### config.mk
export PLATFORM = sky130hd
export DESIGN_NAME = composition_residue_checker_core_flat
export DESIGN_NICKNAME = d
export VERILOG_FILES = /design/src/hdl/crchk_pkg.sv /design/src/hdl/crchk_if.sv /design/src/hdl/crchk_datapath.sv /design/src/hdl/crchk_ctrl.sv /design/src/hdl/composition_residue_checker_core.sv /design/src/flat_wrapper.sv
export SDC_FILE = /design/constraint.sdc
export NUM_CORES = 2
export LEC_CHECK = 0
export BUFFER_PORTS_ARGS = -buffer_cell sky130_fd_sc_hd__clkbuf_2
export CORE_MARGIN = 3
export CORE_UTILIZATION = 30
export CTS_CLUSTER_DIAMETER = 50
export DETAILED_ROUTE_END_ITERATION = 8
export GPL_TIMING_DRIVEN = 0
export PLACE_DENSITY = 0.47
export SLEW_MARGIN = 5
export SYNTH_ARGS = -nofsm -noshare
export SYNTH_HDL_FRONTEND = slang
export SYNTH_SLANG_ARGS = --single-unit
export TNS_END_PERCENT = 20
### constraint.sdc
create_clock -name clk -period 11.5 [get_ports clk]
set_input_delay 2.3 -clock clk [delete_from_list [all_inputs] [get_ports clk]]
set_output_delay 2.3 -clock clk [all_outputs]
set_load 0.05 [all_outputs]
### src/hdl/crchk_pkg.sv
// Shared types, widths and modular arithmetic helpers for the composition
// residue checker. No dependencies; every other file refers to it by scope.
package crchk_pkg;

	localparam int MOD_WIDTH   = 62;
	localparam int PART_WIDTH  = 8;
	localparam int COUNT_WIDTH = 48;
	localparam int RED_CNT_W   = $clog2(MOD_WIDTH + 1);

	typedef logic [MOD_WIDTH-1:0]   mod_t;
	typedef logic [PART_WIDTH-1:0]  part_t;
	typedef logic [COUNT_WIDTH-1:0] count_t;
	typedef logic [RED_CNT_W-1:0]   red_cnt_t;

	// Controller states, one-hot
	typedef enum logic [3:0] {
		ST_IDLE   = 4'b0001,
		ST_REDUCE = 4'b0010,
		ST_STEP   = 4'b0100,
		ST_FINISH = 4'b1000
	} state_t;

	// Commands from controller to datapath
	typedef struct packed {
		logic load;       // capture an accepted part
		logic red_start;  // begin re-reducing state against a new modulus
		logic red_step;   // one bit of the reduction
		logic step;       // one step of the Horner / doubling work
		logic finish;     // publish the result and restart the composition
	} cmd_t;

	// Status from datapath to controller
	typedef struct packed {
		logic dirty;      // state needs reducing: modulus written, or restart under modulus one
		logic red_last;   // this reduction bit is the final one
		logic step_done;  // this step cycle completes the part
		logic last;       // the part in work closes its composition
		logic out_free;   // the result register can take a new result
	} stat_t;

	// (a + b) mod m for a, b < m
	function automatic mod_t mod_add(mod_t a, mod_t b, mod_t m);
		logic [MOD_WIDTH:0] s;
		s = {1'b0, a} + {1'b0, b};
		if (s >= {1'b0, m}) begin
			s = s - {1'b0, m};
		end
		return s[MOD_WIDTH-1:0];
	endfunction

	// (2r + bit) mod m for r < m: one bit of a restoring reduction
	function automatic mod_t red_bit(mod_t r, logic b, mod_t m);
		logic [MOD_WIDTH:0] s;
		s = {r, b};
		if (s >= {1'b0, m}) begin
			s = s - {1'b0, m};
		end
		return s[MOD_WIDTH-1:0];
	endfunction

	function automatic count_t sat_inc(count_t c);
		return (c == '1) ? c : c + count_t'(1);
	endfunction

endpackage

### src/hdl/crchk_if.sv
// Valid/ready channel interfaces for parts in and results out.
// Depends on crchk_pkg for field widths.
interface crchk_in_if;
	logic                   valid;
	logic                   ready;
	crchk_pkg::part_t       part_value;
	logic                   last_part;

	modport source (output valid, output part_value, output last_part, input ready);
	modport sink   (input valid, input part_value, input last_part, output ready);
endinterface

interface crchk_out_if;
	logic                   valid;
	logic                   ready;
	crchk_pkg::mod_t        residue;
	logic                   is_zero;
	logic                   is_trivial;
	crchk_pkg::count_t      compositions_seen;
	crchk_pkg::count_t      zeros_seen;
	crchk_pkg::count_t      nontrivial_seen;

	modport source (output valid, output residue, output is_zero, output is_trivial,
		output compositions_seen, output zeros_seen, output nontrivial_seen, input ready);
	modport sink   (input valid, input residue, input is_zero, input is_trivial,
		input compositions_seen, input zeros_seen, input nontrivial_seen, output ready);
endinterface

### src/hdl/crchk_datapath.sv
// Datapath: modulus register, Horner accumulator, power doubler, bit-serial
// re-reduction, saturating totals and the result register. Uses crchk_pkg.
module crchk_datapath (
	input  logic                 clk,
	input  logic                 arst_n,
	input  logic                 cfg_we,
	input  crchk_pkg::mod_t      cfg_wdata,
	input  crchk_pkg::part_t     part_value,
	input  logic                 last_part,
	input  logic                 out_ready,
	input  crchk_pkg::cmd_t      cmd,
	output crchk_pkg::stat_t     stat,
	output logic                 out_valid,
	output crchk_pkg::mod_t      residue,
	output logic                 is_zero,
	output logic                 is_trivial,
	output crchk_pkg::count_t    compositions_seen,
	output crchk_pkg::count_t    zeros_seen,
	output crchk_pkg::count_t    nontrivial_seen
);

	localparam logic [1:0] PH_ADD_POW = 2'd0;
	localparam logic [1:0] PH_ADD_ACC = 2'd1;
	localparam logic [1:0] PH_WRITE   = 2'd2;
	localparam logic [1:0] PH_DONE    = 2'd3;

	crchk_pkg::mod_t     modulus_q, m_eff;
	logic                dirty_q;
	crchk_pkg::mod_t     acc_q, pow_q, sum_q;
	crchk_pkg::mod_t     sh_acc_q, sh_pow_q;
	crchk_pkg::red_cnt_t red_cnt_q;
	crchk_pkg::part_t    part_cnt_q;
	logic [1:0]          phase_q;
	logic                last_q, all_two_q, out_valid_q;
	crchk_pkg::count_t   comp_total_q, zero_total_q, nontriv_total_q;
	crchk_pkg::count_t   comp_next, zero_next, nontriv_next;
	logic                acc_zero;

	// A zero modulus behaves as one
	assign m_eff    = (modulus_q == '0) ? crchk_pkg::mod_t'(1) : modulus_q;
	assign acc_zero = (acc_q == '0);

	assign comp_next    = crchk_pkg::sat_inc(comp_total_q);
	assign zero_next    = acc_zero ? crchk_pkg::sat_inc(zero_total_q) : zero_total_q;
	assign nontriv_next = (acc_zero && !all_two_q) ? crchk_pkg::sat_inc(nontriv_total_q)
		: nontriv_total_q;

	assign stat.dirty     = dirty_q;
	assign stat.red_last  = (red_cnt_q == crchk_pkg::red_cnt_t'(1));
	assign stat.step_done = (phase_q == PH_WRITE || phase_q == PH_DONE) &&
		(part_cnt_q <= crchk_pkg::part_t'(1));
	assign stat.last      = last_q;
	assign stat.out_free  = !out_valid_q || out_ready;

	assign out_valid = out_valid_q;

	always_ff @(posedge clk or negedge arst_n) begin
		if (!arst_n) begin
			modulus_q       <= crchk_pkg::mod_t'(1);
			// power of one is not reduced against the reset modulus of one
			dirty_q         <= 1'b1;
			acc_q           <= '0;
			pow_q           <= crchk_pkg::mod_t'(1);
			all_two_q       <= 1'b1;
			phase_q         <= PH_DONE;
			part_cnt_q      <= '0;
			red_cnt_q       <= '0;
			last_q          <= 1'b0;
			out_valid_q     <= 1'b0;
			comp_total_q    <= '0;
			zero_total_q    <= '0;
			nontriv_total_q <= '0;
		end else begin
			if (cfg_we) begin
				modulus_q <= cfg_wdata;
				dirty_q   <= 1'b1;
			end else if (cmd.red_start) begin
				dirty_q   <= 1'b0;
			end else if (cmd.finish && m_eff == crchk_pkg::mod_t'(1)) begin
				// restart power of one needs reducing before it is used
				dirty_q   <= 1'b1;
			end

			if (cmd.load) begin
				part_cnt_q <= part_value;
				last_q     <= last_part;
				phase_q    <= PH_ADD_POW;
				all_two_q  <= all_two_q & (part_value == crchk_pkg::part_t'(2));
			end

			if (cmd.red_start) begin
				acc_q     <= '0;
				pow_q     <= '0;
				red_cnt_q <= crchk_pkg::red_cnt_t'(crchk_pkg::MOD_WIDTH);
			end else if (cmd.red_step) begin
				acc_q     <= crchk_pkg::red_bit(acc_q, sh_acc_q[crchk_pkg::MOD_WIDTH-1], m_eff);
				pow_q     <= crchk_pkg::red_bit(pow_q, sh_pow_q[crchk_pkg::MOD_WIDTH-1], m_eff);
				red_cnt_q <= red_cnt_q - crchk_pkg::red_cnt_t'(1);
			end else if (cmd.step) begin
				// acc becomes acc + p + acc + acc while p doubles alongside
				if (phase_q == PH_WRITE) begin
					acc_q <= crchk_pkg::mod_add(sum_q, acc_q, m_eff);
				end
				if (phase_q != PH_DONE) begin
					phase_q <= phase_q + 2'd1;
				end
				if (part_cnt_q != '0) begin
					pow_q      <= crchk_pkg::mod_add(pow_q, pow_q, m_eff);
					part_cnt_q <= part_cnt_q - crchk_pkg::part_t'(1);
				end
			end else if (cmd.finish) begin
				acc_q           <= '0;
				pow_q           <= crchk_pkg::mod_t'(1);
				all_two_q       <= 1'b1;
				comp_total_q    <= comp_next;
				zero_total_q    <= zero_next;
				nontriv_total_q <= nontriv_next;
			end

			if (cmd.finish) begin
				out_valid_q <= 1'b1;
			end else if (out_ready) begin
				out_valid_q <= 1'b0;
			end
		end
	end

	// Payload registers
	always_ff @(posedge clk) begin
		if (cmd.red_start) begin
			sh_acc_q <= acc_q;
			sh_pow_q <= pow_q;
		end else if (cmd.red_step) begin
			sh_acc_q <= {sh_acc_q[crchk_pkg::MOD_WIDTH-2:0], 1'b0};
			sh_pow_q <= {sh_pow_q[crchk_pkg::MOD_WIDTH-2:0], 1'b0};
		end

		if (cmd.step) begin
			case (phase_q)
				PH_ADD_POW: sum_q <= crchk_pkg::mod_add(acc_q, pow_q, m_eff);
				PH_ADD_ACC: sum_q <= crchk_pkg::mod_add(sum_q, acc_q, m_eff);
				default:    sum_q <= sum_q;
			endcase
		end

		if (cmd.finish) begin
			residue           <= acc_q;
			is_zero           <= acc_zero;
			is_trivial        <= all_two_q;
			compositions_seen <= comp_next;
			zeros_seen        <= zero_next;
			nontrivial_seen   <= nontriv_next;
		end
	end

endmodule

### src/hdl/crchk_ctrl.sv
// Controller state machine: sequences accept, re-reduction, the per-part
// work and result hand-off. Uses crchk_pkg for states, commands and status.
module crchk_ctrl (
	input  logic              clk,
	input  logic              arst_n,
	input  logic              in_valid,
	output logic              in_ready,
	input  crchk_pkg::stat_t  stat,
	output crchk_pkg::cmd_t   cmd
);

	crchk_pkg::state_t state_q, state_d;

	always_comb begin
		state_d  = state_q;
		cmd      = '0;
		in_ready = 1'b0;
		unique case (state_q)
			crchk_pkg::ST_IDLE: begin
				in_ready = 1'b1;
				if (in_valid) begin
					cmd.load      = 1'b1;
					cmd.red_start = stat.dirty;
					state_d       = stat.dirty ? crchk_pkg::ST_REDUCE : crchk_pkg::ST_STEP;
				end
			end
			crchk_pkg::ST_REDUCE: begin
				cmd.red_step = 1'b1;
				if (stat.red_last) begin
					state_d = crchk_pkg::ST_STEP;
				end
			end
			crchk_pkg::ST_STEP: begin
				cmd.step = 1'b1;
				if (stat.step_done) begin
					state_d = stat.last ? crchk_pkg::ST_FINISH : crchk_pkg::ST_IDLE;
				end
			end
			crchk_pkg::ST_FINISH: begin
				// hold until the result register frees up
				if (stat.out_free) begin
					cmd.finish = 1'b1;
					state_d    = crchk_pkg::ST_IDLE;
				end
			end
			default: begin
				state_d = crchk_pkg::ST_IDLE;
			end
		endcase
	end

	always_ff @(posedge clk or negedge arst_n) begin
		if (!arst_n) begin
			state_q <= crchk_pkg::ST_IDLE;
		end else begin
			state_q <= state_d;
		end
	end

endmodule

### src/hdl/composition_residue_checker_core.sv
// Composition residue checker: each part transfer is accepted, then worked
// through the three modular adds of the Horner step running beside one
// modular doubling of the power per unit of the part. A part that closes its
// composition then loads the result register, once any earlier result in
// that register has been taken. The first part after a modulus write, and the
// first part of each composition while the modulus is zero or one (reset
// included), has the stored accumulator and power re-reduced first against
// the modulus, one bit per cycle over MOD_WIDTH bits. Results stay in a
// register, so a new part can be taken while the previous result is still
// waiting. A zero modulus acts as 1.
// Depends on crchk_pkg, crchk_if, crchk_ctrl and crchk_datapath.
module composition_residue_checker_core (
	input  logic                 clk,
	input  logic                 arst_n,
	input  logic                 cfg_we,
	input  crchk_pkg::mod_t      cfg_wdata,
	crchk_in_if.sink             item_ch,
	crchk_out_if.source          result_ch
);

	crchk_pkg::cmd_t  cmd;
	crchk_pkg::stat_t stat;

	crchk_ctrl u_ctrl (
		.clk      (clk),
		.arst_n   (arst_n),
		.in_valid (item_ch.valid),
		.in_ready (item_ch.ready),
		.stat     (stat),
		.cmd      (cmd)
	);

	crchk_datapath u_datapath (
		.clk               (clk),
		.arst_n            (arst_n),
		.cfg_we            (cfg_we),
		.cfg_wdata         (cfg_wdata),
		.part_value        (item_ch.part_value),
		.last_part         (item_ch.last_part),
		.out_ready         (result_ch.ready),
		.cmd               (cmd),
		.stat              (stat),
		.out_valid         (result_ch.valid),
		.residue           (result_ch.residue),
		.is_zero           (result_ch.is_zero),
		.is_trivial        (result_ch.is_trivial),
		.compositions_seen (result_ch.compositions_seen),
		.zeros_seen        (result_ch.zeros_seen),
		.nontrivial_seen   (result_ch.nontrivial_seen)
	);

endmodule

### src/flat_wrapper.sv
// flat-port wrapper written by rule: the top's interface ports become plain ports
module composition_residue_checker_core_flat 
  (clk, arst_n, cfg_we, cfg_wdata, item_ch_valid, item_ch_part_value, item_ch_last_part, item_ch_ready, result_ch_valid, result_ch_residue, result_ch_is_zero, result_ch_is_trivial, result_ch_compositions_seen, result_ch_zeros_seen, result_ch_nontrivial_seen, result_ch_ready);
  crchk_in_if item_ch_i ();
  crchk_out_if result_ch_i ();
  input  logic clk;
  input  logic arst_n;
  input  logic cfg_we;
  input  crchk_pkg::mod_t cfg_wdata;
  input wire logic [$bits(item_ch_i.valid)-1:0] item_ch_valid;
  input wire logic [$bits(item_ch_i.part_value)-1:0] item_ch_part_value;
  input wire logic [$bits(item_ch_i.last_part)-1:0] item_ch_last_part;
  output wire logic [$bits(item_ch_i.ready)-1:0] item_ch_ready;
  output wire logic [$bits(result_ch_i.valid)-1:0] result_ch_valid;
  output wire logic [$bits(result_ch_i.residue)-1:0] result_ch_residue;
  output wire logic [$bits(result_ch_i.is_zero)-1:0] result_ch_is_zero;
  output wire logic [$bits(result_ch_i.is_trivial)-1:0] result_ch_is_trivial;
  output wire logic [$bits(result_ch_i.compositions_seen)-1:0] result_ch_compositions_seen;
  output wire logic [$bits(result_ch_i.zeros_seen)-1:0] result_ch_zeros_seen;
  output wire logic [$bits(result_ch_i.nontrivial_seen)-1:0] result_ch_nontrivial_seen;
  input wire logic [$bits(result_ch_i.ready)-1:0] result_ch_ready;
  assign item_ch_i.valid = item_ch_valid;
  assign item_ch_i.part_value = item_ch_part_value;
  assign item_ch_i.last_part = item_ch_last_part;
  assign item_ch_ready = item_ch_i.ready;
  assign result_ch_valid = result_ch_i.valid;
  assign result_ch_residue = result_ch_i.residue;
  assign result_ch_is_zero = result_ch_i.is_zero;
  assign result_ch_is_trivial = result_ch_i.is_trivial;
  assign result_ch_compositions_seen = result_ch_i.compositions_seen;
  assign result_ch_zeros_seen = result_ch_i.zeros_seen;
  assign result_ch_nontrivial_seen = result_ch_i.nontrivial_seen;
  assign result_ch_i.ready = result_ch_ready;
  composition_residue_checker_core u_core (.clk(clk), .arst_n(arst_n), .cfg_we(cfg_we), .cfg_wdata(cfg_wdata), .item_ch(item_ch_i), .result_ch(result_ch_i));
endmodule
==> flow_metrics.env <==
export IMPL_cts_buffers=121
export IMPL_cp_arrival_ns=10.60
export IMPL_required_ns=12.03
export IMPL_first_pass_iters=6
export IMPL_r2r_cells=27
export IMPL_finalHoldWorstSlack_ns=0.4299
export IMPL_critPathCaptureType="flop"
export IMPL_post_synth_cell_area_avg_um2=8.528
export IMPL_drtIter0Drc=4667
export IMPL_r2r_slack_ns=1.43
export IMPL_clock_skew_ns=0.1156
export IMPL_max_clock_path_buffers=3
export IMPL_cp_start_kind="flop"
export IMPL_avgViaCountPerCell=5.515
export IMPL_yosysUniqueCellTypes=110
export IMPL_ios=286
export IMPL_maxSlewHeadroom_pct=5.538
export IMPL_ant_nets=0
export IMPL_clk_latency_ns=0.84
export IMPL_finalSetupTns_ns=0
export IMPL_setup_viol=0
export IMPL_cts_resized=0
export IMPL_synth_edf_count=394
export IMPL_hold_class="reg -> reg"
export IMPL_cts_root_buf="clkbuf_16"
export IMPL_period_share_pct=87.53
export IMPL_synth_main_ff_cell="edfxtp_1"
export IMPL_htree_levels=3
export IMPL_fillCellCount=19900
export IMPL_synth_seq_area_share_pct=35.62
export IMPL_vias=54430
export IMPL_area_delta_synth_final_pct=16.14
export IMPL_crit_fanout=10
export IMPL_grt_total_usage_pct=26.03
export IMPL_ys_warn_count=0
export IMPL_status="complete, no violations"
export IMPL_wirelength_mm=266.4
export IMPL_layout_commonest_cell="nand2_1"
export IMPL_grt_pass1_vias=53530
export IMPL_die_h_um=446.1
export IMPL_dp_hpwl_mm=218.2
export IMPL_ff_latch_area_mm2=0.02070
export IMPL_drive_gt1_share_pct=9.727
export IMPL_cpPeakStageDelay_ns=0.97
export IMPL_cap_violations=0
export IMPL_worst_pin_slew_ns=1.417
export IMPL_fin_nets=7710
export IMPL_crit_slowest_cell="a2111oi_1"
export IMPL_worstHoldStart="u_core.u_datapath.sh_acc_q[32]$_DFFE_PN_"
export IMPL_critical_path_reg2reg_endpoint="u_core.u_datapath.sum_q[38]$_DFFE_PP_"
export IMPL_syn_area_mm2=0.05810
export IMPL_drv_slew=0
export IMPL_antenna_found_initial=7
export IMPL_grt_pass1_wl_mm=377.2
export IMPL_clk_pin_slew_worst_paths_ns=0.06
export IMPL_finalCriticalPeriod_ns=10.07
export IMPL_initial_core_util_pct=30.36
export IMPL_gp_congestion=1.021
export IMPL_mostFrequentLayoutCells="1003 x nand2_1, 606 x a21oi_1, 520 x nor2_1, 434 x xnor2_1, 404 x o21ai_0"
export IMPL_tritoncts="yes"
export IMPL_numClockSinks=748
export IMPL_final_util_pct=35.26
export IMPL_cp_top_family="compound AO/OA/AOI/OAI gates"
export IMPL_syn_inst=6813
export IMPL_rsz0062_at_grt="no"
export IMPL_max_clock_freq_ghz=0.09935
export IMPL_post_cts_buffers=0
export IMPL_worstPathBufferInverterCount=5
export IMPL_die_width_um=446.1
export IMPL_path_depth=27
export IMPL_post_drt_wl_per_cell_um=26.99
export IMPL_drc=0
export IMPL_cp_startpoint="u_core.u_datapath.acc_q[1]$_DFFE_PN0P_"
export IMPL_synth_nets=7281
export IMPL_crit_end="u_core.u_datapath.sum_q[38]$_DFFE_PP_"
export IMPL_rr_startpoint="u_core.u_datapath.acc_q[1]$_DFFE_PN0P_"
export IMPL_hold_buffers=0
export IMPL_ys_ff_latch=748
export IMPL_finalHoldViolations=0
export IMPL_io_buffers=284
export IMPL_dieArea_mm2=0.1990
export IMPL_coreArea_mm2=0.1914
export IMPL_synthArstFlopShare_pct=47.33
export IMPL_criticalPathCategory="reg -> reg"
export IMPL_gr_total_overflow=0
export IMPL_multi_input_area_mm2=0.03516
export IMPL_grt_max_degree=100
export IMPL_fp_row_count=160
==> per-stage QoR <==
step	area, um^2	cells	setup WS [ns]
floorplan	58100	6813	1.912
global placement	62670	9608	-2.939
detailed placement	63190	9630	1.521
CTS	67460	9862	1.437
global route	67460	9862	1.150
finish	67480	9869	1.434
==> cell usage after synthesis, drive strengths merged, types with 12 or more instances <==
cell type | instances | area [um^2]
mux2i | 70 | 700.7
nand2 | 1006 | 3786
nor4 | 54 | 359.1
o21bai | 90 | 675.7
o221ai | 52 | 455.4
a211oi | 77 | 583.1
inv | 211 | 792.0
xor2 | 245 | 2146
a21boi | 26 | 198.9
clkbuf | 274 | 1030
o21ai | 502 | 2524
a31oi | 61 | 400.4
a22oi | 25 | 187.7
and2 | 32 | 200.2
buf | 89 | 483.0
o211ai | 30 | 235.2
xnor2 | 434 | 3801
dfrtp | 347 | 8683
nand4 | 172 | 1076
nand2b | 38 | 240.2
or3 | 24 | 150.1
a221oi | 43 | 376.6
and3 | 73 | 461.7
o31ai | 22 | 188.9
nor3 | 85 | 451.7
a221o | 12 | 120.1
ha | 385 | 4817
nor2 | 528 | 1999
nor2b | 39 | 244.0
nand3 | 182 | 925.9
a21o | 239 | 1794
a2111oi | 12 | 112.6
a21oi | 609 | 3059
mux2 | 13 | 146.4
or2 | 26 | 162.7
o21a | 98 | 735.7
and4 | 25 | 219.0
edfxtp | 394 | 11830
o22ai | 13 | 81.33
==> kinds of logic (layout without fill, tap and decap cells) <==
logic type | after synthesis | count (layout) | synth area share [%]
compound gates | 2025 | 2025 | 22.10
xor+xnor | 679 | 679 | 10.24
fa+ha+maj | 392 | 392 | 8.532
buf+inv | 574 | 1112 | 3.967
flops | 748 | 748 | 35.62
mux | 83 | 83 | 1.458
other cells | 0 | 7 | 0
simple gates | 2312 | 2312 | 18.08
==> state kept, by name, summed over array words and instances (netlist names), 62 cells and up <==
register,count
u_core.u_datapath.sh_acc_q,62
u_core.u_datapath.modulus_q,62
u_core.u_datapath.sh_pow_q,62
u_core.u_datapath.pow_q,62
u_core.u_datapath.residue,62
u_core.u_datapath.acc_q,62
u_core.u_datapath.sum_q,62
==> per-layer routing <==
layer / track usage [%] / routed length, um / vias to the layer above / part of all wire [%]
met5: 0 / 23 / - / 0.0086
met4: 13.28 / 15400 / 4 / 5.8
met3: 3.141 / 13940 / 434 / 5.2
met2: 42.24 / 121200 / 1784 / 45
met1: 34.05 / 115900 / 26590 / 43
li1: - / - / 25610 / -
==> cell type report <==
| class | instances | share of cell area [%] |
|---|---|---|
| multi-input combinational | 5491 | 52.10 |
| sequential | 748 | 30.67 |
| tap | 2511 | 4.656 |
| clock buffer | 140 | 4.652 |
| timing repair buffer | 306 | 2.772 |
| buffer | 363 | 2.262 |
| clock inverter | 92 | 1.684 |
| inverter | 211 | 1.174 |
| antenna | 7 | 0.02596 |
==> worst min path at each step <==
stage / slack (ns) / depth (start not counted) / endpoint
global route: 0.48 / 2 / u_core.u_datapath.sh_acc_q[33]$_DFFE_PN_
finish: 0.43 / 2 / u_core.u_datapath.sh_acc_q[33]$_DFFE_PN_
detailed placement: 0.48 / 2 / u_core.u_datapath.last_q$_DFFE_PN0P_
CTS: 0.43 / 2 / u_core.u_datapath.sh_acc_q[33]$_DFFE_PN_
floorplan: 0.45 / 2 / u_core.u_datapath.last_q$_DFFE_PN0P_
global placement: 0.47 / 2 / u_core.u_datapath.last_q$_DFFE_PN0P_
==> worst min-delay path: stages, from the launching register on <==
cell and delay (ns):
edfxtp_1 0.32, nand2_1 0.05, nand2_1 0.06
Power is not shown: default switching activity piles up to over one toggle a cycle in this logic, so the estimate is an artifact.
